File: config.mk
export PLATFORM = sky130hd
export DESIGN_NAME = waveform_bank_island_parser
export DESIGN_NICKNAME = d
export VERILOG_FILES = /design/src/design/wbip_pkg.sv /design/src/design/wbip_buf_mem.sv /design/src/design/wbip_rem_unit.sv /design/src/design/waveform_bank_island_parser.sv
export VERILOG_INCLUDE_DIRS = /design/src /design/src/design
export SDC_FILE = /design/constraint.sdc
export NUM_CORES = 2
export LEC_CHECK = 0
export BUFFER_PORTS_ARGS = -buffer_cell sky130_fd_sc_hd__buf_4
export CORE_ASPECT_RATIO = 1.1
export CORE_MARGIN = 2
export CORE_UTILIZATION = 40
export DETAILED_ROUTE_END_ITERATION = 8
export GPL_TIMING_DRIVEN = 0
export PLACE_DENSITY = 0.63
export SYNTH_ARGS = -nofsm -noshare
export SYNTH_HDL_FRONTEND = slang
export SYNTH_SLANG_ARGS = --single-unit
File: constraint.sdc
create_clock -name clock -period 10.3 [get_ports clock]
set_input_delay 2.575 -clock clock [delete_from_list [all_inputs] [get_ports clock]]
set_output_delay 2.575 -clock clock [all_outputs]
set_load 0.01 [all_outputs]
File: src/design/assert_macros.svh
// ----------------------------------------------------------------------------
// assert_macros.svh
// Shared concurrent assertion macros, sampled on clock, off during reset.
// ----------------------------------------------------------------------------
`ifndef ASSERT_MACROS_SVH
`define ASSERT_MACROS_SVH

// Same-cycle implication
`define WBIP_ASSERT_IMPL(lbl, ante, cons) \
   lbl: assert property (@(posedge clock) disable iff (reset) (ante) |-> (cons)) \
      else $error("wbip assertion failed");

// Next-cycle implication
`define WBIP_ASSERT_NEXT(lbl, ante, cons) \
   lbl: assert property (@(posedge clock) disable iff (reset) (ante) |=> (cons)) \
      else $error("wbip assertion failed");

`endif

File: src/design/wbip_pkg.sv
// ----------------------------------------------------------------------------
// wbip_pkg
// Types and fixed constants of the waveform bank island parser.
// ----------------------------------------------------------------------------
package wbip_pkg;

   localparam int DATA_W = 32;
   localparam int LEN_W  = 21;
   localparam int DBC_W  = 6;
   localparam int PERS_W = 4;
   localparam int CODE_W = 3;
   localparam int CSR_W  = 6;

   localparam logic [DATA_W-1:0] TIME_MASK        = 32'hEFFF_FFFF;
   localparam logic [DATA_W-1:0] BIG_REQUEST      = 32'h0010_0000;
   localparam logic [PERS_W-1:0] GOOD_PERSONALITY = 4'd2;

   // Register indexes
   localparam logic REG_BLOCKS_DBC  = 1'b0;
   localparam logic REG_PERSONALITY = 1'b1;

   // Bank status codes
   localparam logic [CODE_W-1:0] STS_OK          = 3'd0;
   localparam logic [CODE_W-1:0] STS_PERSONALITY = 3'd1;
   localparam logic [CODE_W-1:0] STS_SHORT       = 3'd2;
   localparam logic [CODE_W-1:0] STS_ZERO_REQ    = 3'd3;
   localparam logic [CODE_W-1:0] STS_BIG_REQ     = 3'd4;
   localparam logic [CODE_W-1:0] STS_MISMATCH    = 3'd5;
   localparam logic [CODE_W-1:0] STS_SIZE        = 3'd6;
   localparam logic [CODE_W-1:0] STS_TIME        = 3'd7;

   // Result kinds
   localparam logic KIND_SAMPLES = 1'b0;
   localparam logic KIND_STATUS  = 1'b1;

   // Remainder unit status
   typedef struct packed {
      logic busy;
      logic rem_zero;
   } rem_status_type;

endpackage

File: src/design/wbip_buf_mem.sv
// ----------------------------------------------------------------------------
// wbip_buf_mem
// Block sample buffer: one write port, one read port, registered read data.
// ----------------------------------------------------------------------------
module wbip_buf_mem
   import wbip_pkg::*;
#(
   parameter int DEPTH  = 64,
   parameter int ADDR_W = 6
) (
   input  logic              clock,
   input  logic              wr_en,
   input  logic [ADDR_W-1:0] wr_addr,
   input  logic [DATA_W-1:0] wr_data,
   input  logic              rd_en,
   input  logic [ADDR_W-1:0] rd_addr,
   output logic [DATA_W-1:0] rd_data
);

   logic [DATA_W-1:0] mem_ff [DEPTH];
   logic [DATA_W-1:0] rd_data_ff;

   // Write port
   always_ff @(posedge clock) begin
      if (wr_en) begin
         mem_ff[wr_addr] <= wr_data;
      end
   end

   // Read port; data holds until the next read
   always_ff @(posedge clock) begin
      if (rd_en) begin
         rd_data_ff <= mem_ff[rd_addr];
      end
   end

   assign rd_data = rd_data_ff;

endmodule

File: src/design/wbip_rem_unit.sv
// ----------------------------------------------------------------------------
// wbip_rem_unit
// Bit-serial remainder of bank length minus 4 by block size, one bit a cycle.
// ----------------------------------------------------------------------------
module wbip_rem_unit
   import wbip_pkg::*;
#(
   parameter int BLEN_W = 7
) (
   input  logic              clock,
   input  logic              reset,
   input  logic              start,
   input  logic [LEN_W-1:0]  dividend,
   input  logic [BLEN_W-1:0] divisor,
   output rem_status_type    status
);

   localparam int CNT_W = $clog2(LEN_W + 1);

   logic              busy_ff, busy_in;
   logic [CNT_W-1:0]  cnt_ff, cnt_in;
   logic [LEN_W-1:0]  dvd_ff, dvd_in;
   logic [BLEN_W-1:0] dsr_ff, dsr_in;
   logic [BLEN_W-1:0] rem_ff, rem_in;
   logic [BLEN_W:0]   trial;

   // One restoring step per cycle
   always_comb begin
      busy_in = busy_ff;
      cnt_in  = cnt_ff;
      dvd_in  = dvd_ff;
      dsr_in  = dsr_ff;
      rem_in  = rem_ff;
      trial   = {rem_ff, dvd_ff[LEN_W-1]};
      if (start) begin
         busy_in = 1'b1;
         cnt_in  = CNT_W'(LEN_W);
         dvd_in  = dividend;
         dsr_in  = divisor;
         rem_in  = '0;
      end else if (busy_ff) begin
         if (trial >= {1'b0, dsr_ff}) begin
            trial = trial - {1'b0, dsr_ff};
         end
         rem_in = trial[BLEN_W-1:0];
         dvd_in = {dvd_ff[LEN_W-2:0], 1'b0};
         cnt_in = cnt_ff - CNT_W'(1);
         if (cnt_ff == CNT_W'(1)) begin
            busy_in = 1'b0;
         end
      end
   end

   always_ff @(posedge clock) begin
      if (reset) begin
         busy_ff <= 1'b0;
         cnt_ff  <= '0;
      end else begin
         busy_ff <= busy_in;
         cnt_ff  <= cnt_in;
      end
   end

   always_ff @(posedge clock) begin
      dvd_ff <= dvd_in;
      dsr_ff <= dsr_in;
      rem_ff <= rem_in;
   end

   assign status.busy     = busy_ff;
   assign status.rem_zero = (rem_ff == '0);

endmodule

File: src/design/waveform_bank_island_parser.sv
// ----------------------------------------------------------------------------
// waveform_bank_island_parser
// Parses a digitizer bank word by word, buffers each block, groups blocks
// into islands by time and emits samples four per word plus a bank status.
// ----------------------------------------------------------------------------
//  channel | ports                              | direction
//  --------+------------------------------------+----------
//  req     | req_valid / req_stall, bank words  | in
//  rsp     | rsp_valid / rsp_stall, results     | out
//  csr     | csr_wr_en, csr_index, csr_data     | in
//
// The first word of a bank of good personality and length three or more
// starts a serial length remainder; words stall until it is done. A block's
// time word drains 2*dbc buffered words via the registered buffer read, at
// up to one result per cycle while rsp_stall allows; input stalls meanwhile.
// Status results load in the cycle their word is taken. Synchronous reset;
// the buffer needs no clearing pass. rsp_stall holds the output register.
// ----------------------------------------------------------------------------
`include "assert_macros.svh"

module waveform_bank_island_parser
   import wbip_pkg::*;
#(
   parameter int MAX_DBC = 32
) (
   input  logic                     clock,
   input  logic                     reset,
   // configuration
   input  logic                     csr_wr_en,
   input  logic                     csr_index,
   input  logic [CSR_W-1:0]         csr_data,
   // input words
   input  logic                     req_valid,
   output logic                     req_stall,
   input  logic [DATA_W-1:0]        req_data_word,
   input  logic                     req_first_word,
   input  logic [LEN_W-1:0]         req_bank_length,
   // results
   output logic                     rsp_valid,
   input  logic                     rsp_stall,
   output logic [7:0]               rsp_sample_0,
   output logic [7:0]               rsp_sample_1,
   output logic [7:0]               rsp_sample_2,
   output logic [7:0]               rsp_sample_3,
   output logic                     rsp_new_island,
   output logic signed [DATA_W-1:0] rsp_island_time,
   output logic                     rsp_result_kind,
   output logic [CODE_W-1:0]        rsp_status_code,
   output logic                     rsp_last_of_run
);

   localparam int DEPTH   = 2 * MAX_DBC;
   localparam int ADDR_W  = (DEPTH > 1) ? $clog2(DEPTH) : 1;
   localparam int HDBC_W  = $clog2(MAX_DBC + 1);
   localparam int BLEN_W  = $clog2(2 * MAX_DBC + 3);
   localparam int NW_W    = $clog2(2 * MAX_DBC + 1);

   localparam logic ST_IDLE  = 1'b0;
   localparam logic ST_DRAIN = 1'b1;

   // Configuration registers
   logic [DBC_W-1:0]  dbc_cfg_ff;
   logic [PERS_W-1:0] pers_cfg_ff;

   // Bank and island state
   logic              state_ff, state_in;
   logic              closed_ff, closed_in;
   logic [LEN_W-1:0]  pos_ff, pos_in;
   logic [LEN_W-1:0]  len_ff, len_in;
   logic [HDBC_W-1:0] dbc_ff, dbc_in;
   logic [DATA_W-1:0] reqcnt_ff, reqcnt_in;
   logic              match_ff, match_in;
   logic [BLEN_W-1:0] blk_ff, blk_in;
   logic [DATA_W-1:0] itime_ff, itime_in;
   logic [DATA_W-1:0] iend_ff, iend_in;
   logic              iopen_ff, iopen_in;
   logic              isnew_ff, isnew_in;

   // Drain sequencer
   logic [NW_W-1:0]   nw_ff, nw_in;
   logic [NW_W-1:0]   iss_ff, iss_in;
   logic              qv_ff, qv_in;
   logic              qfirst_ff, qfirst_in;
   logic              qlast_ff, qlast_in;

   // Output register
   logic              ovalid_ff, ovalid_in;
   logic [DATA_W-1:0] oword_ff, oword_in;
   logic              onew_ff, onew_in;
   logic [DATA_W-1:0] otime_ff, otime_in;
   logic              okind_ff, okind_in;
   logic [CODE_W-1:0] ocode_ff, ocode_in;
   logic              olast_ff, olast_in;

   // Datapath wires
   logic              req_acc;
   logic              out_free;
   logic              drain_issue;
   logic              drain_load;
   logic [HDBC_W-1:0] dbc_clamp;
   logic [BLEN_W-1:0] blen;
   logic [NW_W-1:0]   nwords;
   logic [DATA_W-1:0] samp_inc;
   logic [DATA_W-1:0] tword;
   logic              buf_wr_en;
   logic [DATA_W-1:0] buf_rd_data;
   logic              rem_start;
   rem_status_type    rem_st;

   // Configuration writes
   always_ff @(posedge clock) begin
      if (reset) begin
         dbc_cfg_ff  <= DBC_W'(1);
         pers_cfg_ff <= GOOD_PERSONALITY;
      end else if (csr_wr_en) begin
         unique case (csr_index)
            REG_BLOCKS_DBC:  dbc_cfg_ff  <= csr_data;
            REG_PERSONALITY: pers_cfg_ff <= csr_data[PERS_W-1:0];
            default:         dbc_cfg_ff  <= dbc_cfg_ff;
         endcase
      end
   end

   // Block geometry
   assign dbc_clamp = (dbc_cfg_ff > DBC_W'(MAX_DBC)) ? HDBC_W'(MAX_DBC)
                                                      : HDBC_W'(dbc_cfg_ff);
   assign blen      = BLEN_W'({dbc_ff, 1'b0}) + BLEN_W'(2);
   assign nwords    = NW_W'({dbc_ff, 1'b0});
   assign samp_inc  = DATA_W'({dbc_ff, 3'b000});
   assign tword     = req_data_word & TIME_MASK;

   // Handshake
   assign out_free    = !ovalid_ff || !rsp_stall;
   assign req_stall   = (state_ff == ST_DRAIN) || rem_st.busy || !out_free;
   assign req_acc     = req_valid && !req_stall;
   assign drain_load  = (state_ff == ST_DRAIN) && qv_ff && out_free;
   assign drain_issue = (state_ff == ST_DRAIN) && (iss_ff != nw_ff) &&
                        (!qv_ff || drain_load);

   // Word processing and drain control
   always_comb begin
      logic             live;
      logic [LEN_W-1:0] pos_eff;
      logic             st_load;
      logic [CODE_W-1:0] st_code;
      logic             st_zero_time;
      logic             later;
      logic             earlier;

      state_in  = state_ff;
      closed_in = closed_ff;
      pos_in    = pos_ff;
      len_in    = len_ff;
      dbc_in    = dbc_ff;
      reqcnt_in = reqcnt_ff;
      match_in  = match_ff;
      blk_in    = blk_ff;
      itime_in  = itime_ff;
      iend_in   = iend_ff;
      iopen_in  = iopen_ff;
      isnew_in  = isnew_ff;
      nw_in     = nw_ff;
      iss_in    = iss_ff;
      qv_in     = qv_ff;
      qfirst_in = qfirst_ff;
      qlast_in  = qlast_ff;
      ovalid_in = out_free ? 1'b0 : ovalid_ff;
      oword_in  = oword_ff;
      onew_in   = onew_ff;
      otime_in  = otime_ff;
      okind_in  = okind_ff;
      ocode_in  = ocode_ff;
      olast_in  = olast_ff;
      buf_wr_en = 1'b0;
      rem_start = 1'b0;
      st_load   = 1'b0;
      st_code   = STS_OK;
      st_zero_time = 1'b0;
      live      = 1'b0;
      pos_eff   = pos_ff;
      later     = !iopen_ff || ($signed(iend_ff) < $signed(tword));
      earlier   = $signed(tword) < $signed(iend_ff);

      if (req_acc) begin
         // First word opens a bank
         if (req_first_word) begin
            pos_eff      = '0;
            pos_in       = '0;
            blk_in       = '0;
            reqcnt_in    = '0;
            match_in     = 1'b1;
            itime_in     = '0;
            iend_in      = '0;
            iopen_in     = 1'b0;
            closed_in    = 1'b0;
            len_in       = req_bank_length;
            dbc_in       = dbc_clamp;
            st_zero_time = 1'b1;
            if (pers_cfg_ff != GOOD_PERSONALITY) begin
               st_load = 1'b1;
               st_code = STS_PERSONALITY;
            end else if (req_bank_length < LEN_W'(3)) begin
               st_load = 1'b1;
               st_code = STS_SHORT;
            end else begin
               live      = 1'b1;
               rem_start = 1'b1;
            end
         end else begin
            live = !closed_ff && (pos_ff < len_ff);
         end

         if (live) begin
            pos_in = pos_eff + LEN_W'(1);
            if (pos_eff == LEN_W'(0)) begin
               reqcnt_in = req_data_word;
            end else if (pos_eff == LEN_W'(1)) begin
               match_in = (req_data_word == reqcnt_ff);
            end else if (pos_eff == LEN_W'(2)) begin
               // Header checks
               if (reqcnt_ff == '0) begin
                  st_load = 1'b1;
                  st_code = STS_ZERO_REQ;
               end else if (!reqcnt_ff[DATA_W-1] && (reqcnt_ff >= BIG_REQUEST)) begin
                  st_load = 1'b1;
                  st_code = STS_BIG_REQ;
               end else if (!match_ff || (req_data_word != '0)) begin
                  st_load = 1'b1;
                  st_code = STS_MISMATCH;
               end else if ((len_ff < LEN_W'(4)) || !rem_st.rem_zero) begin
                  st_load = 1'b1;
                  st_code = STS_SIZE;
               end
            end else if (pos_eff == len_ff - LEN_W'(1)) begin
               // Spare word closes a good bank
               st_load = 1'b1;
               st_code = STS_OK;
            end else begin
               // Block word
               buf_wr_en = blk_ff < BLEN_W'(nwords);
               if (blk_ff == blen - BLEN_W'(1)) begin
                  blk_in = '0;
                  if (!later && earlier) begin
                     st_load = 1'b1;
                     st_code = STS_TIME;
                  end else begin
                     if (later) begin
                        iopen_in = 1'b1;
                        itime_in = tword;
                        iend_in  = tword + samp_inc;
                     end else begin
                        iend_in  = iend_ff + samp_inc;
                     end
                     isnew_in = later;
                     if (nwords != '0) begin
                        state_in = ST_DRAIN;
                        nw_in    = nwords;
                        iss_in   = '0;
                        qv_in    = 1'b0;
                     end
                  end
               end else begin
                  blk_in = blk_ff + BLEN_W'(1);
               end
            end
         end

         // Status result closes the bank
         if (st_load) begin
            closed_in = 1'b1;
            ovalid_in = 1'b1;
            oword_in  = '0;
            onew_in   = 1'b0;
            otime_in  = st_zero_time ? '0 : itime_ff;
            okind_in  = KIND_STATUS;
            ocode_in  = st_code;
            olast_in  = 1'b1;
         end
      end

      // Drain: buffer read then output load
      if (drain_issue) begin
         iss_in    = iss_ff + NW_W'(1);
         qfirst_in = (iss_ff == '0);
         qlast_in  = (iss_ff == nw_ff - NW_W'(1));
      end
      if (drain_issue) begin
         qv_in = 1'b1;
      end else if (drain_load) begin
         qv_in = 1'b0;
      end
      if (drain_load) begin
         ovalid_in = 1'b1;
         oword_in  = buf_rd_data;
         onew_in   = qfirst_ff && isnew_ff;
         otime_in  = itime_ff;
         okind_in  = KIND_SAMPLES;
         ocode_in  = STS_OK;
         olast_in  = qlast_ff;
         if (qlast_ff) begin
            state_in = ST_IDLE;
         end
      end
   end

   // Control registers
   always_ff @(posedge clock) begin
      if (reset) begin
         state_ff  <= ST_IDLE;
         closed_ff <= 1'b1;
         pos_ff    <= '0;
         len_ff    <= '0;
         dbc_ff    <= '0;
         blk_ff    <= '0;
         itime_ff  <= '0;
         iend_ff   <= '0;
         iopen_ff  <= 1'b0;
         isnew_ff  <= 1'b0;
         nw_ff     <= '0;
         iss_ff    <= '0;
         qv_ff     <= 1'b0;
         ovalid_ff <= 1'b0;
      end else begin
         state_ff  <= state_in;
         closed_ff <= closed_in;
         pos_ff    <= pos_in;
         len_ff    <= len_in;
         dbc_ff    <= dbc_in;
         blk_ff    <= blk_in;
         itime_ff  <= itime_in;
         iend_ff   <= iend_in;
         iopen_ff  <= iopen_in;
         isnew_ff  <= isnew_in;
         nw_ff     <= nw_in;
         iss_ff    <= iss_in;
         qv_ff     <= qv_in;
         ovalid_ff <= ovalid_in;
      end
   end

   // Payload registers
   always_ff @(posedge clock) begin
      reqcnt_ff <= reqcnt_in;
      match_ff  <= match_in;
      qfirst_ff <= qfirst_in;
      qlast_ff  <= qlast_in;
      oword_ff  <= oword_in;
      onew_ff   <= onew_in;
      otime_ff  <= otime_in;
      okind_ff  <= okind_in;
      ocode_ff  <= ocode_in;
      olast_ff  <= olast_in;
   end

   // Block buffer
   wbip_buf_mem #(
      .DEPTH  (DEPTH),
      .ADDR_W (ADDR_W)
   ) u_buf (
      .clock   (clock),
      .wr_en   (buf_wr_en),
      .wr_addr (blk_ff[ADDR_W-1:0]),
      .wr_data (req_data_word),
      .rd_en   (drain_issue),
      .rd_addr (iss_ff[ADDR_W-1:0]),
      .rd_data (buf_rd_data)
   );

   // Length remainder by block size
   wbip_rem_unit #(
      .BLEN_W (BLEN_W)
   ) u_rem (
      .clock    (clock),
      .reset    (reset),
      .start    (rem_start),
      .dividend (req_bank_length - LEN_W'(4)),
      .divisor  (BLEN_W'({dbc_clamp, 1'b0}) + BLEN_W'(2)),
      .status   (rem_st)
   );

   // Outputs
   assign rsp_valid       = ovalid_ff;
   assign rsp_sample_0    = oword_ff[31:24];
   assign rsp_sample_1    = oword_ff[23:16];
   assign rsp_sample_2    = oword_ff[15:8];
   assign rsp_sample_3    = oword_ff[7:0];
   assign rsp_new_island  = onew_ff;
   assign rsp_island_time = $signed(otime_ff);
   assign rsp_result_kind = okind_ff;
   assign rsp_status_code = ocode_ff;
   assign rsp_last_of_run = olast_ff;

   // Checks
   `WBIP_ASSERT_IMPL(a_no_write_in_drain, (state_ff == ST_DRAIN), !buf_wr_en)
   `WBIP_ASSERT_IMPL(a_no_accept_in_rem, rem_st.busy, !req_acc)
   `WBIP_ASSERT_NEXT(a_drain_ends, (drain_load && qlast_ff), (state_ff == ST_IDLE))
   `WBIP_ASSERT_IMPL(a_issue_bounded, (state_ff == ST_DRAIN), (iss_ff <= nw_ff))

endmodule

* After elaboration in Yosys (flattened, before gate mapping)
Memories as Yosys holds them, arrays and structs flattened. A register that Yosys moved wholly into a read port is not among the register bits.
Index checks and enable logic that the tools add are counted.
** Word-level totals
- Logic and storage cells :: 285
- Bits in latches :: 0
- RAM bits :: 2048
- Memories kept :: 1
- Bits in read-only memories :: 0
- Register bits :: 294
** Operators by class
- Shift operators :: 0
- Equal/unequal tests :: 19
- Add/subtract/negate cells :: 13
- Divide/modulo/power cells :: 0
- Multipliers :: 0
- Reduce and logical (&&, ||, !) cells :: 56
- Bitwise logic cells :: 6
- Multiplexer cells :: 149
- $lt $le $gt $ge :: 9
** Memories
- u_buf.mem_ff :: depth 64, bits a word 32, read ports 1, clocked after memory_dff 1, write ports 1, RTL line wbip_buf_mem.sv:20 : logic [DATA_W-1:0] mem_ff [DEPTH];
** Operators by type and width (count)
- $mux 32 :: 28
- $mux 7 :: 18
- $mux 21 :: 5
- $mux 1 :: 81
- $add 32x9->32 :: 2
- $lt 32x32->1 :: 2
- $mux 3 :: 11
- $eq 32x32->1 :: 1
- $ge 32x21->1 const B :: 1
- $logic_not 32->1 :: 1
- $reduce_bool 32->1 :: 1
- $reduce_and 9->1 :: 3
- $add 21x1->21 const B :: 1
- $eq 21x1->1 const B :: 1
- $eq 21x2->1 const B :: 1
- $eq 21x21->1 :: 1
- $logic_not 21->1 :: 1
- $lt 21x2->1 const B :: 1
- $lt 21x21->1 :: 1
- $lt 21x3->1 const B :: 1
- $sub 21x1->21 const B :: 1
- $sub 21x3->21 const B :: 1
- $reduce_bool 2->1 :: 8
- $ne 3x3->1 const B :: 5
- 26 further kinds :: 75

* Depth between registers and ports, before layout
- Word-level depth :: 17
- Mapped depth :: 14
- Mapped depth without buffers :: 12

* By module
Synthesis repeated with hierarchy kept, for this count alone.
** Unflattened totals
- Cells, all modules :: 5532
- Area, all modules :: 97473.5 um^2
** Modules (own cells, without submodules)
- wbip_buf_mem :: instances 1, seq. area each 62459.9 um^2, area each 79359.9 um^2, cells an instance 3511
- waveform_bank_island_parser :: instances 1, seq. area each 6075.8 um^2, area each 15975.3 um^2, cells an instance 1846
- wbip_rem_unit :: instances 1, seq. area each 1101.1 um^2, area each 2138.3 um^2, cells an instance 175

* Worst setup path after synthesis
OpenSTA, ideal clock, no wires.
- Path kind :: input port to flip-flop
- Start point :: input port req_first_word
- End point :: memory u_buf.mem_ff[63][0], enable pin
- Library setup time :: 0.502 ns
- Arrival time :: 8.453 ns
- Buffers on the path :: 5
- Cell stages on the path :: 12
- Setup slack :: 1.345 ns
- Data required time :: 9.798 ns
- Cells stage by stage :: buf_2 > buf_2 > inv_1 > clkbuf_1 > clkbuf_1 > nand2_1 > ha_1 > o31ai_1 > o41ai_4 > buf_4 > or2_2 > nor4_1
** Between the ends
- Word-level cells in the longest chain between the ends :: 11
- Elaborated cells on any way between the ends :: 16
- Classes of those cells :: eq/ne (3); mux (12); reduce/logical (1)
** RTL lines
- start, declared :: RTL line waveform_bank_island_parser.sv:36 : input logic req_first_word,
- $mux 21 :: RTL line waveform_bank_island_parser.sv:186 : if (req_first_word) begin
- $mux 21 :: RTL line waveform_bank_island_parser.sv:184 : if (req_acc) begin
- $eq 21x21->1 :: RTL line waveform_bank_island_parser.sv:234 : end else if (pos_eff == len_ff - LEN_W'(1)) begin
- $mux 1 :: RTL line waveform_bank_island_parser.sv:234
- $mux 1 :: RTL line waveform_bank_island_parser.sv:219 : end else if (pos_eff == LEN_W'(2)) begin
- $mux 1 :: RTL line waveform_bank_island_parser.sv:217 : end else if (pos_eff == LEN_W'(1)) begin
- $mux 1 :: RTL line waveform_bank_island_parser.sv:215 : if (pos_eff == LEN_W'(0)) begin
- $mux 1 * :: RTL line waveform_bank_island_parser.sv:213 : if (live) begin
- $mux 1 * :: RTL line waveform_bank_island_parser.sv:184
- $mux 1 * :: RTL line wbip_buf_mem.sv:25 : if (wr_en) begin
- $mux 1 (implied by the code) * :: RTL line wbip_buf_mem.sv:26 : mem_ff[wr_addr] <= wr_data;
- end, declared :: RTL line wbip_buf_mem.sv:20
Mark *: on every way between the ends. The rest lies on a longest branch, timed or not. The select of a mux whose other input is x is not followed.

* Worst setup path after layout
- Start point :: input port req_first_word
- End point :: memory u_buf.mem_ff[41][13], enable pin
The elaborated chain is that of the path after synthesis.

==> out/metrics.cfg <==
[critical_path]
path_buf_inv = 8
worst-path-max-fanout = 18
r2r_setup_slack_ns = 4.12
start_kind = primary input
cp_data_required_time_ns = 10.85
cp.arrival_ns = 9.37
cp_top_family = simple AND/OR/NAND/NOR gates
cp_cell_sequence = buf_4 > buf_2 > buf_2 > inv_1 > clkbuf_1 > clkbuf_1 > nand2_1 > ha_1 > o31ai_1 > o41ai_4 > buf_4 > nor4_1 > nand2_1 > nor2_4 > buf_12
endpoint_kind = flip-flop
regToRegEndpoint = u_buf.mem_ff[41][13]$_DFFE_PP_
crit_cells = 15
path_class = in -> reg
crit_slowest_cell = nor2_4
slowest_delay_ns = 1.02
r2r_cells = 14
r2r_start = len_ff[15]$_SDFFE_PP0P_
startpoint = req_first_word
endpoint = u_buf.mem_ff[41][13]$_DFFE_PP_

[global_route]
grt_max_degree = 72
grt_pass1_vias = 51613
grt_pass1_wl_mm = 385
grt_usage_pct = 22.2
antenna_found_initial = 10
grt-ovfl-total = 0

[clocking]
cts.repair.resized = 0
hold_buffers = 0
cts_root_buffer = clkbuf_16
clock_latency_ns = 0.90
cts.path.max_buffers = 3
cts_buffers = 221
clk_pin_slew_ns = 0.06
cts_htree_levels = 4
cts_tree = built
cts_setup_buffers = 0
clock_sinks = 2373

[sta]
finalClockSkew_ns = 0.0711
rsz0062_at_grt = no
hold_ws_ns = 0.467
fin_crit_sh_pct = 85.6
max_freq_ghz = 0.113
finalCriticalPeriod_ns = 8.82
tightest_slew_ns = 1.40
setup_violations = 0
maxSlewViolCount = 0
slew_headroom_pct = 6.17
hold_viol = 0
timing.setup.tns_ns = 0

[cells_and_area]
synthToLayoutAreaGrowth_pct = 15.4
nets = 5681
drive_gt1_share_pct = 22.9
final_util_pct = 46.4
nFillCells = 19815
post-route-cell-area_um2 = 111000

[pwr]
internal_power_uw = 15400
clock_power_share_pct = 42.5
power.share.switching_pct = 21.3
leakage_uw = 0.0336
power.total_uw = 19600
p_seq_share_pct = 54.3
ir_drop_mv = 0.183
p_sw_uw = 4170
comb_power_share_pct = 3.2
power_density_nw_per_um2 = 177

[placement]
place_area_um2 = 103000
place_congestion = 0.904
port_buffers = 136
dp_hpwl_mm = 181

[drt]
routedLengthMet1_mm = 105
wl_mm = 274
drt_iter0_drc = 6338
via_count = 52204
via_per_inst = 5.89
wl_met2_mm = 136
top_layer = met5
route.detailed.wl_per_inst_um = 31.0
dr.pass1.iters = 5
drc = 0
met3_wirelength_mm = 22.9
ant_nets = 0

[worst_hold_path]
hold_class = reg -> reg
hold_depth = 1

[die]
die_w_um = 471
std_cell_rows = 188
dieArea_um2 = 244000
core_um2 = 238000
fp.dieH_um = 517
start_util_pct = 40.2
pin_count = 138

[outcome]
status = completed

[synth]
synthCells = 5068
syn_area_um2 = 95800
seq_area_frac_synth_pct = 72.6
ys_async_sr_fraction_pct = 0
ys_warn_count = 0
synth_edf_count = 2208
syn_nets = 5225
synthDistinctLibCells = 86
ys.flop_type = edfxtp_1
synth_area_per_cell_um2 = 18.9
synth-seq-cells = 2373

[run]
maxCapViolCount = 0

-- cell usage after synthesis, types with 8 or more instances --
cell	instances	share of area (%)
nand3b_1	11	0.086
edfxtp_1	2208	69
o21a_1	8	0.063
a31oi_1	13	0.085
nand3_1	60	0.31
or4_1	9	0.070
clkbuf_1	172	0.67
buf_1	73	0.29
o211ai_1	15	0.12
o221ai_1	35	0.32
nand4_1	45	0.29
o31ai_1	8	0.063
and3_1	21	0.14
nor2b_1	31	0.20
and2_1	69	0.45
a21oi_1	116	0.61
dfxtp_1	165	3.4
o21ai_0	105	0.55
nor4_1	38	0.25
and4_1	8	0.073
a21o_1	16	0.13
ha_1	88	1.1
or3_1	14	0.091
inv_1	104	0.41
a211oi_1	12	0.094
or2_2	8	0.052
xnor2_1	97	0.89
nor3_1	39	0.20
nand2_1	300	1.2
mux4_2	611	14
buf_2	15	0.078
nor2_1	205	0.80
a22o_1	37	0.34
xor2_1	46	0.42
mux2i_1	98	1.0
o22ai_1	25	0.16
nand2b_1	22	0.14
-- placed cells by master, fill, tap and decap left out, types with 88 or more instances in the layout --
cell and n:
a21oi_1 116, inv_1 103, edfxtp_1 2208, dfxtp_1 165, clkbuf_1 215, mux2i_1 98, ha_1 88, xnor2_1 97
buf_4 145, mux4_2 611, clkbuf_16 225, o21ai_0 105, nand2_1 299, nor2_1 142
-- area by class of cell --
class	count	area, um2	area share, %
clock buffers	273	5840	5.28
inverters	105	394	0.356
repair buffers	233	3000	2.71
flip-flops and latches	2373	69600	62.9
diodes	5	12.5	0.0113
multi-input cells	2325	25300	22.9
well taps	3135	3920	3.55
plain buffers	265	1040	0.944
clock inverters	144	1500	1.36
-- stage by stage --
| stage | worst slack, ns | instances |
|---|---|---|
| final | 1.48 | 8858 |
| after floorplan | 1.34 | 5068 |
| after global placement | -6.15 | 8339 |
| after CTS | 1.68 | 8853 |
| after detailed placement | 0.757 | 8436 |
| after global routing | 1.32 | 8855 |
-- power groups by stage --
stage / clock network, uW / logic, uW / registers [uW]
floorplan: 0 / 309 / 10800
global placement: 0 / 591 / 10800
detailed placement: 0 / 612 / 10800
CTS: 8410 / 613 / 10600
global route: 8750 / 674 / 10600
finish: 8310 / 616 / 10600
-- worst reg2reg max path, delay by kind of cell (launching register included) --
family	cells	cell delay (ns)
compound gates	5	1.45
fa+ha+maj	1	0.33
buf+inv	4	1.16
flops	1	0.38
simple gates	4	2.55
-- worst min path at each step --
stage	end	slack [ns]	start
2_1_floorplan	pers_cfg_ff[1]$_SDFFE_PP1P_	0.43	pers_cfg_ff[1]$_SDFFE_PP1P_
3_3_place_gp	pers_cfg_ff[0]$_SDFFE_PP0P_	0.45	pers_cfg_ff[0]$_SDFFE_PP0P_
3_5_place_dp	iend_ff[1]$_SDFFE_PP0P_	0.46	iend_ff[1]$_SDFFE_PP0P_
4_1_cts	rsp_result_kind$_SDFFE_PP0P_	0.47	rsp_result_kind$_SDFFE_PP0P_
5_1_grt	itime_ff[23]$_SDFFE_PP0P_	0.48	itime_ff[23]$_SDFFE_PP0P_
6_report	itime_ff[18]$_SDFFE_PP0P_	0.47	itime_ff[18]$_SDFFE_PP0P_
-- logic make-up (layout without fill, tap and decap cells) --
kind of cell    Yosys count  in the layout  share of synthesized area [%]
compound gates          466            466                           3.24
buf+inv                 370           1020                           1.50
mux                     714            714                           15.4
other cells               0              5                              0
fa+ha+maj                91             91                           1.21
flops                  2373           2373                           72.6
xor+xnor                144            144                           1.33
simple gates            910            910                           4.66
-- sequential cells by signal (all words and copies together), names as in the netlist, 32 cells and up --
register	count
u_buf.mem_ff	2048
itime_ff	32
rsp_island_time	32
iend_ff	32
oword_ff	32
reqcnt_ff	32
u_buf.rd_data	32
-- routing by layer --
metal	vias up	global-route usage, %
met5	-	0
met4	8	7.94
met3	519	4.28
met2	2571	37.6
met1	27609	28.6
li1	21497	-
(Power assumes the default switching activity.)
